===== src/hw/rtl/ircfp_pkg.sv =====
// shared types and constants of the ir command frame parser
package ircfp_pkg;

   localparam int StateW = 5;

   // parser state codes
   localparam logic [StateW-1:0] ST_SYNC     = 5'd0;
   localparam logic [StateW-1:0] ST_CODE     = 5'd1;
   localparam logic [StateW-1:0] ST_REPEAT   = 5'd2;
   localparam logic [StateW-1:0] ST_DUTY     = 5'd3;
   localparam logic [StateW-1:0] ST_CAR_HI   = 5'd4;
   localparam logic [StateW-1:0] ST_CAR_LO   = 5'd5;
   localparam logic [StateW-1:0] ST_PW_FIRST = 5'd6;
   localparam logic [StateW-1:0] ST_PW_WLO   = 5'd7;
   localparam logic [StateW-1:0] ST_PW_L2    = 5'd8;
   localparam logic [StateW-1:0] ST_PW_L3    = 5'd9;
   localparam logic [StateW-1:0] ST_PW_L4    = 5'd10;
   localparam logic [StateW-1:0] ST_CHECK    = 5'd11;
   localparam logic [StateW-1:0] ST_PB       = 5'd12;
   localparam logic [StateW-1:0] ST_PW_HI    = 5'd13;
   localparam logic [StateW-1:0] ST_PW_LO    = 5'd14;
   localparam logic [StateW-1:0] ST_PD1      = 5'd15;
   localparam logic [StateW-1:0] ST_PD2      = 5'd16;
   localparam logic [StateW-1:0] ST_PD3      = 5'd17;
   localparam logic [StateW-1:0] ST_PD4      = 5'd18;

   // event codes
   localparam logic [1:0] EV_NONE    = 2'd0;
   localparam logic [1:0] EV_RESTART = 2'd1;
   localparam logic [1:0] EV_PULSE   = 2'd2;
   localparam logic [1:0] EV_DONE    = 2'd3;

   // register indexes
   localparam logic [2:0] REG_SYNC_VALUE     = 3'd0;
   localparam logic [2:0] REG_CODE_ONLY_MIN  = 3'd1;
   localparam logic [2:0] REG_BYTE_PARAM_MIN = 3'd2;
   localparam logic [2:0] REG_WORD_PARAM_MIN = 3'd3;
   localparam logic [2:0] REG_DWORD_PARAM_MIN = 3'd4;
   localparam logic [2:0] REG_TRANSMIT_CODE  = 3'd5;

   localparam logic [7:0]  END_MARK       = 8'hff;
   localparam logic [7:0]  DUTY_MAX       = 8'd100;
   localparam logic [31:0] PW_MASK        = 32'h7fff_ffff;
   localparam logic [31:0] PERIOD_NONE    = 32'hffff_ffff;
   localparam logic [31:0] PERIOD_RESET   = 32'(48000000 / 38000);
   localparam logic [6:0]  DUTY_RESET     = 7'd33;
   localparam logic [7:0]  COMMAND_RESET  = 8'hfe;
   localparam logic [7:0]  CHECKSUM_RESET = 8'hff;

   typedef struct packed {
      logic [7:0] sync_value;
      logic [7:0] code_only_min;
      logic [7:0] byte_param_min;
      logic [7:0] word_param_min;
      logic [7:0] dword_param_min;
      logic [7:0] transmit_code;
   } cfg_type;

   typedef struct packed {
      logic [StateW-1:0] parse_state;
      logic [31:0]       assembly;
      logic [7:0]        checksum;
      logic              checksum_done;
      logic [7:0]        command;
      logic [31:0]       parameter_value;
      logic [7:0]        repeat_count;
      logic [6:0]        duty;
      logic [31:0]       period;
   } parse_type;

   typedef struct packed {
      logic [1:0]  event_res;
      logic [30:0] pulse_width;
   } event_type;

endpackage


===== src/hw/rtl/ircfp_step.sv =====
// next-state logic of the parser for one received byte
module ircfp_step (
   input  ircfp_pkg::cfg_type   cfg,
   input  ircfp_pkg::parse_type cur,
   input  logic [7:0]           rx_byte,
   output ircfp_pkg::parse_type nxt,
   output ircfp_pkg::event_type evt
);
   import ircfp_pkg::*;

   logic [31:0] shifted;
   logic [15:0] car_word;
   logic [31:0] car_period;

   assign shifted    = {cur.assembly[23:0], rx_byte};
   assign car_word   = {cur.assembly[7:0], rx_byte};
   // carrier word is at most 16 bits, so the shift cannot overflow
   assign car_period = 32'(car_word >> 3);

   always_comb begin
      nxt = cur;
      evt.event_res = EV_NONE;
      evt.pulse_width = '0;
      if (cur.parse_state != ST_SYNC && cur.parse_state != ST_CODE) begin
         nxt.checksum = cur.checksum ^ rx_byte;
      end
      case (cur.parse_state)
         ST_SYNC: begin
            if (rx_byte == cfg.sync_value) nxt.parse_state = ST_CODE;
         end
         ST_CODE: begin
            if (rx_byte != cfg.sync_value) begin
               nxt.checksum = rx_byte;
               nxt.command = rx_byte;
               nxt.parameter_value = '0;
               nxt.checksum_done = 1'b0;
               if (rx_byte >= cfg.code_only_min) nxt.parse_state = ST_CHECK;
               else if (rx_byte >= cfg.byte_param_min) nxt.parse_state = ST_PB;
               else if (rx_byte >= cfg.word_param_min) nxt.parse_state = ST_PW_HI;
               else if (rx_byte >= cfg.dword_param_min) nxt.parse_state = ST_PD1;
               else if (rx_byte == cfg.transmit_code) nxt.parse_state = ST_REPEAT;
               else nxt.parse_state = ST_CHECK;
            end
         end
         ST_REPEAT: begin
            nxt.repeat_count = rx_byte;
            nxt.parse_state = ST_DUTY;
         end
         ST_DUTY: begin
            if (rx_byte <= DUTY_MAX) begin
               nxt.duty = rx_byte[6:0];
               nxt.parse_state = ST_CAR_HI;
            end else begin
               nxt.parse_state = ST_CHECK;
            end
         end
         ST_CAR_HI: begin
            if (rx_byte != END_MARK) begin
               nxt.assembly = 32'(rx_byte);
               nxt.parse_state = ST_CAR_LO;
            end else begin
               nxt.parse_state = ST_CHECK;
            end
         end
         ST_CAR_LO: begin
            nxt.assembly = car_period;
            nxt.period = (car_period == '0) ? PERIOD_NONE : car_period;
            evt.event_res = EV_RESTART;
            nxt.parse_state = ST_PW_FIRST;
         end
         ST_PW_FIRST: begin
            if (rx_byte == END_MARK) begin
               nxt.parse_state = ST_CHECK;
            end else begin
               nxt.assembly = 32'(rx_byte);
               nxt.parse_state = rx_byte[7] ? ST_PW_L2 : ST_PW_WLO;
            end
         end
         ST_PW_WLO: begin
            nxt.assembly = shifted;
            evt.pulse_width = shifted[30:0];
            evt.event_res = EV_PULSE;
            nxt.parse_state = ST_PW_FIRST;
         end
         ST_PW_L2, ST_PW_L3, ST_PD2, ST_PD3: begin
            nxt.assembly = shifted;
            nxt.parse_state = cur.parse_state + 5'd1;
         end
         ST_PW_L4: begin
            nxt.assembly = shifted & PW_MASK;
            evt.pulse_width = shifted[30:0];
            evt.event_res = EV_PULSE;
            nxt.parse_state = ST_PW_FIRST;
         end
         ST_PB: begin
            nxt.parameter_value = 32'(rx_byte);
            nxt.parse_state = ST_CHECK;
         end
         ST_PW_HI, ST_PD1: begin
            nxt.assembly = 32'(rx_byte);
            nxt.parse_state = cur.parse_state + 5'd1;
         end
         ST_PW_LO, ST_PD4: begin
            nxt.parameter_value = shifted;
            nxt.parse_state = ST_CHECK;
         end
         ST_CHECK: begin
            nxt.checksum_done = 1'b1;
            evt.event_res = EV_DONE;
            nxt.parse_state = ST_SYNC;
         end
         default: begin
            nxt.parse_state = ST_SYNC;
         end
      endcase
   end

endmodule


===== src/hw/rtl/ir_command_frame_parser.sv =====
// top level of the ir command frame parser
//
//  channel | direction | handshake            | payload
//  req     | in        | req_valid/req_ready  | req_rx_byte
//  rsp     | out       | rsp_valid/rsp_ready  | event, pulse width and latched frame fields
//  csr     | in        | csr_we               | csr_index, csr_wdata
//
// one item per cycle: each byte goes through one step of the parse logic into the
// result register, so the result appears in the cycle after the item is taken.
// a stalled result blocks a new item only while rsp_ready is low.
// reset is synchronous: parser waits for sync, config and parse registers take their default values.
module ir_command_frame_parser (
   input  logic        clock,
   input  logic        reset,
   input  logic        req_valid,
   output logic        req_ready,
   input  logic [7:0]  req_rx_byte,
   output logic        rsp_valid,
   input  logic        rsp_ready,
   output logic [1:0]  rsp_event_res,
   output logic [30:0] rsp_pulse_width,
   output logic [7:0]  rsp_command_code,
   output logic [31:0] rsp_parameter_value,
   output logic [7:0]  rsp_repeat_count,
   output logic [6:0]  rsp_duty_cycle,
   output logic [31:0] rsp_carrier_period,
   output logic [7:0]  rsp_running_checksum,
   output logic        rsp_checksum_closed,
   input  logic        csr_we,
   input  logic [2:0]  csr_index,
   input  logic [7:0]  csr_wdata
);
   import ircfp_pkg::*;

   cfg_type   cfg_ff, cfg_in;
   parse_type parse_ff, parse_nxt;
   event_type evt;
   event_type evt_ff;
   logic      rsp_valid_ff, rsp_valid_in;
   logic      take;

   always_comb begin
      cfg_in = cfg_ff;
      if (csr_we) begin
         case (csr_index)
            REG_SYNC_VALUE:      cfg_in.sync_value = csr_wdata;
            REG_CODE_ONLY_MIN:   cfg_in.code_only_min = csr_wdata;
            REG_BYTE_PARAM_MIN:  cfg_in.byte_param_min = csr_wdata;
            REG_WORD_PARAM_MIN:  cfg_in.word_param_min = csr_wdata;
            REG_DWORD_PARAM_MIN: cfg_in.dword_param_min = csr_wdata;
            REG_TRANSMIT_CODE:   cfg_in.transmit_code = csr_wdata;
            default:             cfg_in = cfg_ff;
         endcase
      end
   end

   ircfp_step u_step (
      .cfg     (cfg_ff),
      .cur     (parse_ff),
      .rx_byte (req_rx_byte),
      .nxt     (parse_nxt),
      .evt     (evt)
   );

   assign req_ready    = !rsp_valid_ff || rsp_ready;
   assign take         = req_valid && req_ready;
   assign rsp_valid_in = take || (rsp_valid_ff && !rsp_ready);

   always_ff @(posedge clock) begin
      if (reset) begin
         cfg_ff.sync_value      <= 8'd255;
         cfg_ff.code_only_min   <= 8'd192;
         cfg_ff.byte_param_min  <= 8'd128;
         cfg_ff.word_param_min  <= 8'd64;
         cfg_ff.dword_param_min <= 8'd32;
         cfg_ff.transmit_code   <= 8'd1;
         parse_ff.parse_state     <= ST_SYNC;
         parse_ff.assembly        <= '0;
         parse_ff.checksum        <= CHECKSUM_RESET;
         parse_ff.checksum_done   <= 1'b0;
         parse_ff.command         <= COMMAND_RESET;
         parse_ff.parameter_value <= '0;
         parse_ff.repeat_count    <= '0;
         parse_ff.duty            <= DUTY_RESET;
         parse_ff.period          <= PERIOD_RESET;
         rsp_valid_ff <= 1'b0;
      end else begin
         cfg_ff <= cfg_in;
         if (take) parse_ff <= parse_nxt;
         rsp_valid_ff <= rsp_valid_in;
      end
   end

   // result payload, needs no reset
   always_ff @(posedge clock) begin
      if (take) evt_ff <= evt;
   end

   assign rsp_valid            = rsp_valid_ff;
   assign rsp_event_res        = evt_ff.event_res;
   assign rsp_pulse_width      = evt_ff.pulse_width;
   // latches after the step are exactly the registered parse state
   assign rsp_command_code     = parse_ff.command;
   assign rsp_parameter_value  = parse_ff.parameter_value;
   assign rsp_repeat_count     = parse_ff.repeat_count;
   assign rsp_duty_cycle       = parse_ff.duty;
   assign rsp_carrier_period   = parse_ff.period;
   assign rsp_running_checksum = parse_ff.checksum;
   assign rsp_checksum_closed  = parse_ff.checksum_done;

endmodule


===== config.mk =====
export PLATFORM = sky130hd
export DESIGN_NAME = ir_command_frame_parser
export DESIGN_NICKNAME = d
export VERILOG_FILES = /design/src/hw/rtl/ircfp_pkg.sv /design/src/hw/rtl/ircfp_step.sv /design/src/hw/rtl/ir_command_frame_parser.sv
export SDC_FILE = /design/constraint.sdc
export NUM_CORES = 1
export LEC_CHECK = 0
export BUFFER_PORTS_ARGS = -buffer_cell sky130_fd_sc_hd__buf_2
export CORE_MARGIN = 4
export CORE_UTILIZATION = 55
export DETAILED_ROUTE_END_ITERATION = 8
export GPL_ROUTABILITY_DRIVEN = 0
export PLACE_DENSITY_LB_ADDON = 0.1
export SYNTH_ARGS = -nofsm -noshare
export SYNTH_HDL_FRONTEND = slang
export SYNTH_SLANG_ARGS = --single-unit

===== constraint.sdc =====
create_clock -name clock -period 3.6 [get_ports clock]
set_input_delay 0.72 -clock clock [delete_from_list [all_inputs] [get_ports clock]]
set_output_delay 0.72 -clock clock [all_outputs]
set_load 0.01 [all_outputs]

## Word level (Yosys, flattened, before mapping)

Cells that the tools add are included.

- Bits in registers: 207
- Input port bits: 24
- Output and inout port bits: 131
- Logic and storage cells: 115

- Add/subtract/negate cells: 1
- $lt $le $gt $ge: 5
- Equality and inequality tests: 33
- Muxes and demuxes: 22
- Bitwise operators: 1
- Reduce and logical (&&, ||, !) cells: 35

Operators by type and width:

| cell | number |
|---|---|
| 24-bit one-hot mux with 6 select lines | 1 |
| 32-bit one-hot mux with 3 select lines | 1 |
| 49-bit 2-to-1 mux | 1 |
| 24-bit 2-to-1 mux | 2 |
| 5-bit one-hot mux with 9 select lines | 1 |
| 5-bit by 4-bit equality test with 1-bit output, second input constant | 8 |
| 8-bit greater-or-equal comparator | 4 |
| 32-bit logical NOT | 1 |
| 32-bit 2-to-1 mux | 1 |
| 5-bit 2-to-1 mux | 6 |
| 5-bit by 3-bit equality test with 1-bit output, second input constant | 4 |
| 4-bit 2-to-1 mux | 5 |
| 8-bit equality test | 2 |
| 8-bit 2-to-1 mux | 2 |
| 2-bit AND reduction | 8 |
| 5-bit equality test, second input constant | 3 |
| 3-bit AND reduction | 5 |
| 5-bit by 2-bit equality test with 1-bit output, second input constant | 2 |
| 8-bit equality test, second input constant | 1 |
| 8-bit by 7-bit less-or-equal comparator with 1-bit output, second input constant | 1 |
| 8-bit != test | 1 |
| 8-bit != test, second input constant | 1 |
| 8-bit bitwise XOR | 1 |
| 3-bit by 2-bit equality test with 1-bit output, second input constant | 2 |
| other kinds (23) | 33 |

## Logic depth before layout (Yosys ltp)

Gate-level depths: netlist (run 1).

- Word-level depth: 8
- Depth in mapped cells: 11
- Mapped depth without buffers: 8

## Cells and area by module

Synthesis (run 1) repeated with hierarchy kept, for this count alone.

- Cells, all modules: 1447
- Area total of the unflattened synthesis: 12605.8 µm²

Modules (own cells, without submodules):

| module | instances | cells each | area each (µm²) | seq. area each (µm²) |
|---|---|---|---|---|
| ir_command_frame_parser | 1 | 920 | 9103.7 | 4634.4 |
| ircfp_step | 1 | 527 | 3502.1 | 0.0 |

## Worst setup path before layout (run 1)

OpenSTA, ideal clock, no wires.

- Kind: input to register
- From: input port rsp_ready
- To: register parse_ff (netlist bit rsp_running_checksum[5])
- Setup time: 0.120 ns
- Arrival: 2.805 ns
- Data required time: 3.480 ns
- Path slack: 0.675 ns
- Cell stages on the path: 8
- Buffers on the path: 2
- Path through: nand2b_1 > nand2_4 > clkinv_1 > and2_1 > buf_2 > buf_4 > a21oi_1 > o21bai_1

- Cells in the longest elaborated chain, start to end: 2

RTL lines:

| element | line | RTL |
|---|---|---|
| start, declared | ir_command_frame_parser.sv:19 | `input logic rsp_ready,` |
| 1-bit logical OR | ir_command_frame_parser.sv:65 | `assign req_ready = !rsp_valid_ff \|\| rsp_ready;` |
| 1-bit logical AND | ir_command_frame_parser.sv:66 | `assign take = req_valid && req_ready;` |
| net take | ir_command_frame_parser.sv:40 | `logic take;` |
| end signal, assigned | ir_command_frame_parser.sv:89 | `if (take) parse_ff <= parse_nxt;` |
| end, declared | ir_command_frame_parser.sv:36 | `parse_type parse_ff, parse_nxt;` |

The timed path passes the listed nets, and every way through them passes these cells.
A chain may end at the register's enable or synchronous reset.

## Final worst setup path (run 1)

- From: register parse_ff[131] in the netlist's numbering
- To: register parse_ff[115] in the netlist's numbering

- Cells in the longest elaborated chain, start to end: 4
- Elaborated cells between the ends (all ways): 18
- Classes of those cells: eq/ne: 13; mux: 1; reduce/logical: 4

RTL lines:

| element | line | RTL |
|---|---|---|
| 5-bit by 3-bit equality test with 1-bit output (tied with other cells) | ircfp_step.sv:27 | `case (cur.parse_state)` |
| 5-bit OR reduction (no source line) / 2-bit OR reduction (equally long branches) | -- |  |
| 6-bit nonzero test (no source line) | -- |  |
| 4-bit AND reduction (no source line) | -- |  |

Several ways; a longest one is shown, not always the timed one.

==> results of run 1 <==
## routing by layer
layer / track usage, % / up-vias
met2: 35.1 / 233
met1: 33.5 / 3495
met3: 4.68 / 26
li1: - / 3700
met4: 6.32 / 0
met5: 0 / -
## cells in the mapped netlist, drive strengths merged, types with 2 or more instances
library cell  count  share of area (%)
nand4             8               0.52
edfxtp           33                 10
o21bai            8               0.62
a21oi           103                5.5
buf             128                9.7
o21a              3               0.25
a22oi            21                1.6
and3              5               0.32
nor2b             5               0.32
a211oi           15                1.6
o22ai             9               0.58
and4              2               0.19
nor2             70                2.9
a21o              5               0.39
clkbuf           35                1.4
or2              10               0.65
nand2           153                6.1
xnor2            17                1.5
ha               37                4.8
or3               3               0.19
a211o            10               0.91
xor2              2               0.18
a22o              2               0.18
a2111oi           2               0.18
nand3b           23                1.8
a31oi             7               0.68
nand2b           27                1.8
a221oi            2               0.18
o31ai             2               0.16
o21ai            12               0.66
mux2i            13                1.4
and2             36                2.4
nand3            56                3.0
a31o              2               0.18
nor3             11               0.99
dfxtp           156                 32
inv              38                1.5
o211ai            3               0.23
or4               2               0.19
## logic make-up after synthesis
group                      count (synthesis)
xor gates and xnor gates                  19
buffers and inverters                    202
and+or+nand+nor                          416
adders and majority gates                 37
DFF                                      189
AOI/OAI and AO/OA                        215
muxes                                     13
## power by group through the flow
stage               registers [uW]  clock network [uW]  logic, uW
floorplan                     2250                   0        166
global placement              2240                   0        280
detailed placement            2240                   0        284
CTS                           2190                1890        285
global route                  2190                1990        314
finish                        2190                1860        284
## critical path: stages, from the launching register on
cell	delay [ns]
dfxtp_1	0.82
and3_1	0.27
ha_1	0.16
a31oi_1	0.05
and2_2	0.27
a31oi_4	0.16
buf_4	0.42
nand3_1	0.15
a21oi_1	0.18
## worst max-delay path by stage
stage,startpoint,slack (ns),cells past startpoint,to
2_1_floorplan,rsp_ready,0.68,8,rsp_running_checksum[5]
3_3_place_gp,req_rx_byte[0],0.67,9,parse_ff[128]
3_5_place_dp,req_rx_byte[0],0.64,9,parse_ff[128]
4_1_cts,parse_ff[131],1.04,8,parse_ff[115]
5_1_grt,parse_ff[131],0.80,8,parse_ff[97]
6_report,parse_ff[131],1.01,8,parse_ff[115]
## final cells by class
type / instances / area, um2 / share of cell area, %
clock buffers: 17 / 425 / 4.10
clock inverters: 15 / 156 / 1.51
multi-input cells: 700 / 4320 / 41.6
flip-flops and latches: 189 / 4110 / 39.6
well taps: 225 / 282 / 2.71
inverters: 39 / 146 / 1.41
repair buffers: 174 / 936 / 9.02
## through the flow
stage               util, %  setup slack (ns)
floorplan                 -             0.675
global placement       56.8             0.666
detailed placement     56.8             0.644
CTS                    60.2              1.04
global route           60.2             0.800
finish                 60.2              1.01
## registers in the layout (all words and copies together), names as in the netlist
| register | cells |
|---|---|
| rsp_carrier_period | 14 |
| rsp_running_checksum | 8 |
| cfg_ff | 48 |
| rsp_checksum_closed | 1 |
| rsp_pulse_width | 31 |
| rsp_event_res | 2 |
| rsp_command_code | 8 |
| rsp_valid | 1 |
| rsp_parameter_value | 32 |
| rsp_duty_cycle | 7 |
| rsp_repeat_count | 8 |
| parse_ff | 29 |
==> run metrics, run 1 <==
placed cell area=roughly 10000 um2; Post-Synth XOR/XNOR Area=1.73%; initial core utilization=55.9%; vias in the first global route=6,694; worst hold path type=reg2reg; Net Sw Power=1080 uW; DR iter-0 viols=roughly 570; asr flop ratio synth=0%; gr usage total=between 20% and 30%; post-synthesis simple-gate area fraction=21.7%; Post-synth top flop=dfxtp_1; WL per Instance=16.9 um; residual DRC count=0; largest net degree at the start of global routing=49; arrival time at the worst endpoint=2.95 ns; Skew-Pair Late Insertion Delay=~0.43 ns; final net count=1,182; Mapped Nets=1,152; worst flop-to-flop path startpoint=parse_ff[131]; H-tree lvl count=4; gr ovfl total=0; largest family of logic cells by synthesized area=simple AND/OR/NAND/NOR gates; n_diodes=0; post-synthesis mux area share=1.35%; max-capacitance violation count=0; most frequent cells in the layout=dfxtp_1 (156), buf_2 (153), nand2_1 (151); M1 wire length=10,900 um; DIE AREA=about 20,000 um2; Max clock buf depth=2; Syn Inst Count=1,091; cell count after placement=roughly 1,300; Fin Clk Skew=between 0.01 and 0.015 ns; f_max=387 MHz; compound-cell area share of the yosys netlist=15.0%; Netlist Area Pre-Place=around 9600 um2; hpwl dp=15,600 um; Critical Path Start Type=flip-flop; number of synthesized register bits=189; synthesis-to-layout area growth=7.74%; number of port buffers=around 150; antenna violations before repair=0; RSZ-0062 raised after global routing=no; CP required=3.96 ns; synthesized-area fraction occupied by adder cells=4.81%; Clock Pin Slew Worst Setup and Hold Paths=0.07 ns; detailed-router iteration count before antenna repair=5; CTS tree=built; cts hold-fix bufs=0; metal2 WL=10,200 um; final hold violation count=0; hold worst-path end=rsp_parameter_value[20]; Fillers=1,609; Hold Crit Start=rsp_parameter_value[20]; VDD IR-drop max=0.000320 V; Worst R2R End=parse_ff[115]; Vias=7,454; CTS Root Cell=clkbuf_16; sequential fraction of design power=50.6%; post-route insts no fill=1,359; Final Cell Area=10,400 um2; final wirelength=approximately 23,000 um; Core ar.=17,200 um2; routed wl met3=1540 um; pwr/cell area=417 nW/um2; CP max FO=between 40 and 50; status=completed; register area share after synthesis=42.7%; Slew @ Worst Pin=1.06 ns; hold depth=2; Post-synth EDFFs=33; Yosys cell types=73; post-CTS setup buffers=0; CTS Sinks=~190; post-route ant nets=0; sw frac=24.9%; first-pass GRT wire length=36,500 um; # setup viols final=0; period utilization=between 70% and 80%; layout cell share with drive strength beyond 1=roughly 22%; CP endpoint kind=flip-flop; Tot Pwr=approximately 4300 uW; reg2reg path depth=8; commonest non-fill, non-tap cell in the layout=dfxtp_1; TNS Setup=0 ns; Int Pwr=around 3300 uW; vias per std cell=5.48; Site Rows=48; die span in x=roughly 140 um; PostCTS Resize Cnt=0; Inserted Clock Buffers=17; Crit Path Class=reg2reg; DIE HEIGHT=140 um; logic gate share of total power=6.5%; leakage=0.00425 uW; Synth warnings=0; max-slew violation count=0; Slew HR=28.8%; worst hold margin=0.451 ns; Avg Inst Size Synth=8.83 um2; I/O pin cnt=155; Top Layer Used=met4; Clk pwr share=42.8%; Final Critical Period=2.59 ns; setup slack, reg-to-reg=1.01 ns
Power figures use the tool's default switching activity.
==> run 2: changes to the inputs <==
Settings changed: ABC_AREA set to 1.
Clock period 3.6 ns to 2.7 ns, I/O delays scaled along.
==> run 2 against run 1 <==
Die area down 3.3%. Critical path depth up 1. Sequential power up 34%. Count of clock-buffer cells in the layout up 1. Via count up 0.71%. Register-to-register slack worse by 0.57 ns. Highest routed layer unchanged. Setup slack worse by 0.57 ns. Maximum frequency up 14%.
==> run metrics, run 2 <==
Max clock buf depth=2; Mapped Nets=1,214; CP required=3.05 ns; setup slack, reg-to-reg=0.44 ns; I/O pin cnt=155; max-capacitance violation count=0; initial core utilization=a little under three fifths; post-route ant nets=0; H-tree lvl count=4; Syn Inst Count=around 1,200; vias per std cell=5.23; synthesis-to-layout area growth=9.73%; largest net degree at the start of global routing=66; # setup viols final=0; leakage=roughly 0.0044 uW; Avg Inst Size Synth=8.06 um2; gr usage total=~24%; crit-path cells=ha_1 > inv_1 > nor2_1 > nand2_1 > inv_2 > nand3_1 > inv_1 > nand2_1 > a21oi_1; Post-synth top flop=dfxtp_1; final net count=1,264; Skew-Pair Late Insertion Delay=0.43 ns; asr flop ratio synth=0%; Worst R2R End=rsp_command_code[0]; gr busiest metal=met2; gr ovfl total=0; Inserted Clock Buffers=17; Crit Path Class=reg2reg; GR Util met3=3.52%; final hold violation count=0; max-slew violation count=0; Area contributors post-synth=dfxtp_1 (34%), edfxtp_1 (11%), buf_4 (8.3%), nand2_1 (8.3%), a21oi_1 (6.1%); Largest register FFs=48; commonest non-fill, non-tap cell in the layout=nand2_1; Post-synth EDFFs=33; Synth warnings=0; antenna violations before repair=0; Slew @ Worst Pin=roughly 0.78 ns; residual DRC count=0; RSZ-0062 raised after global routing=no; die span in x=138 um; TNS Setup=0 ns; Slew HR=48.0%; Critical Path Start Type=flip-flop; number of synthesized register bits=between 150 and 200; first-pass GRT wire length=approximately 36,000 um; met2 Resource Use GR=38.9%; GR Util met1=between 30% and 40%; most flop-heavy register=cfg_ff; most frequent cells in the layout=nand2_1 (205), dfxtp_1 (156), buf_2 (154); Fin Clk Skew=0.00804 ns; Util after Layout=61.5%; vias in the first global route=around 7,000; largest area contributor in the netlist=dfxtp_1; n_diodes=0; Netlist Area Pre-Place=roughly 9300 um2; PostCTS Resize Cnt=0; f_max=443 MHz; CTS Root Cell=clkbuf_16; DIE AREA=19,000 um2; hold depth=3; register area share after synthesis=around 44%; top post-synthesis cells by count=nand2_1 (205), dfxtp_1 (156), a21oi_1 (113); VDD IR-drop max=0.000469 V; Crit-path slowest cell=dfxtp_1; post-CTS setup buffers=0; CTS tree=built; number of port buffers=154; Vias=around 7,500; worst hold margin=between 0.3 and 0.4 ns; pwr/cell area=around 600 nW/um2; CP max FO=15; reg2reg path depth=9; worst hold path type=in2reg; cts hold-fix bufs=0; Site Rows=47; Hold Crit Start=req_valid; layout cell share with drive strength beyond 1=20.6%; hold worst-path end=rsp_valid; status=completed; arrival time at the worst endpoint=around 2.6 ns; Final Critical Period=2.26 ns; worst flop-to-flop path startpoint=parse_ff[128]; WL per Instance=between 15 and 20 um; CP endpoint kind=flip-flop; final wirelength=22,800 um; period utilization=around 84%; Core ar.=16,600 um2; hpwl dp=16,100 um; DR iter-0 viols=about 450; post-synth top area share=between 30% and 40%; detailed-router iteration count before antenna repair=5; most common cell in the netlist=nand2_1; max incr delay on CP=0.45 ns; DIE HEIGHT=138 um; CTS Sinks=around 190; Clock Pin Slew Worst Setup and Hold Paths=0.07 ns; Yosys cell types=37
==> run 2: logic make-up (layout without fill, tap and decap cells) <==
group | count (synthesis) | in the layout | share of synthesized area, %
and+or+nand+nor | 402 | 402 | 18.5
adders and majority gates | 37 | 37 | 4.98
DFF | 189 | 189 | 44.3
xor gates and xnor gates | 21 | 21 | 1.98
buffers and inverters | 276 | 339 | 15.8
AOI/OAI and AO/OA | 228 | 228 | 14.4
==> run 2: critical path, delay by kind of cell (launching register included) <==
family                     cells  cell delay (ns)
and+or+nand+nor                4             0.74
buffers and inverters          3             0.63
adders and majority gates      1             0.23
DFF                            1             0.45
AOI/OAI and AO/OA              1             0.14
==> run 2: report_power, final <==
part	internal (uW)	total [uW]	switching [uW]	leakage, uW
logic	135	419	284	0.00255
clock network	1500	2610	1120	0.000296
registers	2910	2930	18.1	0.00160
total	4540	5960	1420	0.00444
==> run 2: routing by layer <==
layer	share of wire [%]	up-vias
met4	1.8	0
met1	46	3434
li1	-	3811
met5	0	-
met3	6.0	32
met2	46	230
==> run 2: worst max-delay path by stage <==
stage,from,to,depth (start not counted)
6_report,parse_ff[128],rsp_command_code[0],9
3_3_place_gp,req_rx_byte[4],rsp_duty_cycle[5],9
2_1_floorplan,rsp_ready,rsp_event_res[0],5
4_1_cts,parse_ff[128],rsp_command_code[0],9
5_1_grt,parse_ff[128],rsp_command_code[0],9
3_5_place_dp,req_rx_byte[4],rsp_duty_cycle[0],9
==> run 2: area by class of cell <==
type                    count  area (um2)
multi-input cells         688        3710
clock buffers              18         439
inverters                 126         473
clock inverters            14         178
repair buffers            181        1010
well taps                 220         275
flip-flops and latches    189        4110
fillers                  1516        6390
==> run 2: metrics by stage <==
stage | total power (uW) | instance area (um2) | instances | setup slack (ns)
after floorplan | 3260 | 9290 | 1153 | 0.136
after global placement | 3410 | 9580 | 1404 | 0.198
after detailed placement | 3410 | 9580 | 1404 | 0.216
after CTS | 6000 | 10200 | 1436 | 0.486
after global routing | 6180 | 10200 | 1436 | 0.211
final | 5960 | 10200 | 1436 | 0.441
==> run 3: changes to the inputs <==
Settings changed: CORE_UTILIZATION 55 to 51.
Clock period 2.7 ns to 2.05 ns, I/O delays scaled along.
==> run 3 against run 2 <==
Maximum frequency is 14% higher. Setup slack worse by 0.38 ns. Via count is 2.3% higher. Combinational power is 41% higher. First-iteration DRC count is 7.3% higher. Sequential cell count stayed put. Cell count is 3.6% higher. Clock power is 28% higher. Largest power group unchanged. Clock skew is 0.00077 ns higher. Sequential power is 32% higher.
==> run metrics, run 3 (synthesized netlist as in run 2, its figures left out) <==
worst hold margin=0.226 ns; area of the multi-input gates=around 3800 um2; CP endpoint kind=flip-flop; CTS Sinks=189; final net count=~1,300; Fin Clk Skew=0.00881 ns; gr ovfl total=0; Skew-Pair Late Insertion Delay=0.43 ns; CP required=2.36 ns; gr usage total=23.5%; initial core utilization=51.7%; Core ar.=18,000 um2; Largest register FFs=48; most flop-heavy register=cfg_ff; setup slack, reg-to-reg=0.06 ns; CP max FO=11; worst hold path type=in2reg; Vias=7,680; DIE AREA=20,400 um2; Inserted Clock Buffers=17; post-route ant nets=0; vias per std cell=5.16; final wirelength=24,100 um; hpwl dp=~17,000 um; Util after Layout=59.3%; # setup viols final=0; max-capacitance violation count=0; Max clock buf depth=2; Site Rows=49; Reg area=slightly above 4000 um2; n_diodes=0; final hold violation count=0; TNS Setup=0 ns; vias in the first global route=7,182; Slew HR=a little under half; CTS tree=built; RSZ-0062 raised after global routing=yes; Clock Pin Slew Worst Setup and Hold Paths=0.07 ns; pwr/cell area=730 nW/um2; status=completed; Slew @ Worst Pin=0.787 ns; leakage=approximately 0.0047 uW; Crit Path Class=reg2reg; period utilization=96.8%; H-tree lvl count=4; max-slew violation count=0; CTS Root Cell=clkbuf_16; Fillers=1,677; arrival time at the worst endpoint=2.29 ns; layout cell share with drive strength beyond 1=25.0%; commonest non-fill, non-tap cell in the layout=nand2_1; VDD IR-drop max=0.000615 V; DR iter-0 viols=487; I/O pin cnt=155; synthesis-to-layout area growth=14.6%; largest net degree at the start of global routing=66; DIE HEIGHT=143 um; Final Critical Period=slightly below 2 ns; cts hold-fix bufs=0; Critical Path Start Type=flip-flop; antenna violations before repair=0; die span in x=143 um; residual DRC count=0; number of port buffers=about 150; most frequent cells in the layout=nand2_1 (202), dfxtp_1 (154), buf_2 (154); detailed-router iteration count before antenna repair=7; f_max=504 MHz; first-pass GRT wire length=38,000 um; WL per Instance=16.2 um
## run 3: metrics by stage
step / std cells / instance area (um2) / total power (uW) / setup slack [ns]
floorplan: 1153 / 9290 / 4290 / 0.177
global placement: 1450 / 9890 / 4520 / -0.183
detailed placement: 1450 / 9890 / 4530 / -0.169
CTS: 1482 / 10500 / 7820 / 0.0329
global route: 1487 / 10700 / 8080 / -0.0336
finish: 1487 / 10700 / 7780 / 0.0649
## run 3: routing by layer
metal / up-vias / part of all wire [%] / track usage (%)
li1: 3894 / - / -
met4: 0 / 1.5 / 5.70
met3: 32 / 5.4 / 3.85
met5: - / 0 / 0
met2: 209 / 47 / 38.5
met1: 3545 / 46 / 32.6
## run 3: layout make-up
cell class / instances / share of cell area, %
Multi-Input combinational cell: 688 / 35.6
Inverter: 126 / 4.46
Clock inverter: 12 / 1.15
Clock buffer: 20 / 4.39
Sequential cell: 189 / 38.6
Tap cell: 229 / 2.69
Timing Repair Buffer: 223 / 13.0
## run 3: critical path, stage by stage (launching register included)
cell       delay [ns]
dfxtp_2          0.37
inv_2            0.06
ha_1             0.21
inv_1            0.07
nor2_1           0.05
nand2_1          0.11
inv_1            0.06
nor2_2           0.14
nor2_1           0.06
nor2_2           0.17
nand2_4          0.12
clkbuf_16        0.20
o21ai_0          0.19
a21oi_1          0.06
## run 3: timing repair
item / 4_1_cts / 5_1_grt
gates resized for setup: 3 / 25
setup buffers: 0 / 2
endpoints found under the setup margin: 14 / 88
pin swaps: 0 / 4
gates cloned: 0 / 3
## run 3: path summary, 6_finish.rpt
| kind | to | depth (start not counted) | start |
|---|---|---|---|
| worst min register to register | rsp_parameter_value[2] | 2 | rsp_parameter_value[2] |
| worst min-delay path | rsp_valid | 3 | req_valid |
| worst max-delay path | parse_ff[96] | 13 | parse_ff[128] |
| worst max register to register | parse_ff[96] | 13 | parse_ff[128] |
## run 3: report_power, final
part / leakage, uW / switching, uW / internal (uW) / total, uW
Combinational: 0.00281 / 385 / 206 / 591
Sequential: 0.00160 / 23.4 / 3830 / 3860
Clock: 0.000296 / 1510 / 1820 / 3330
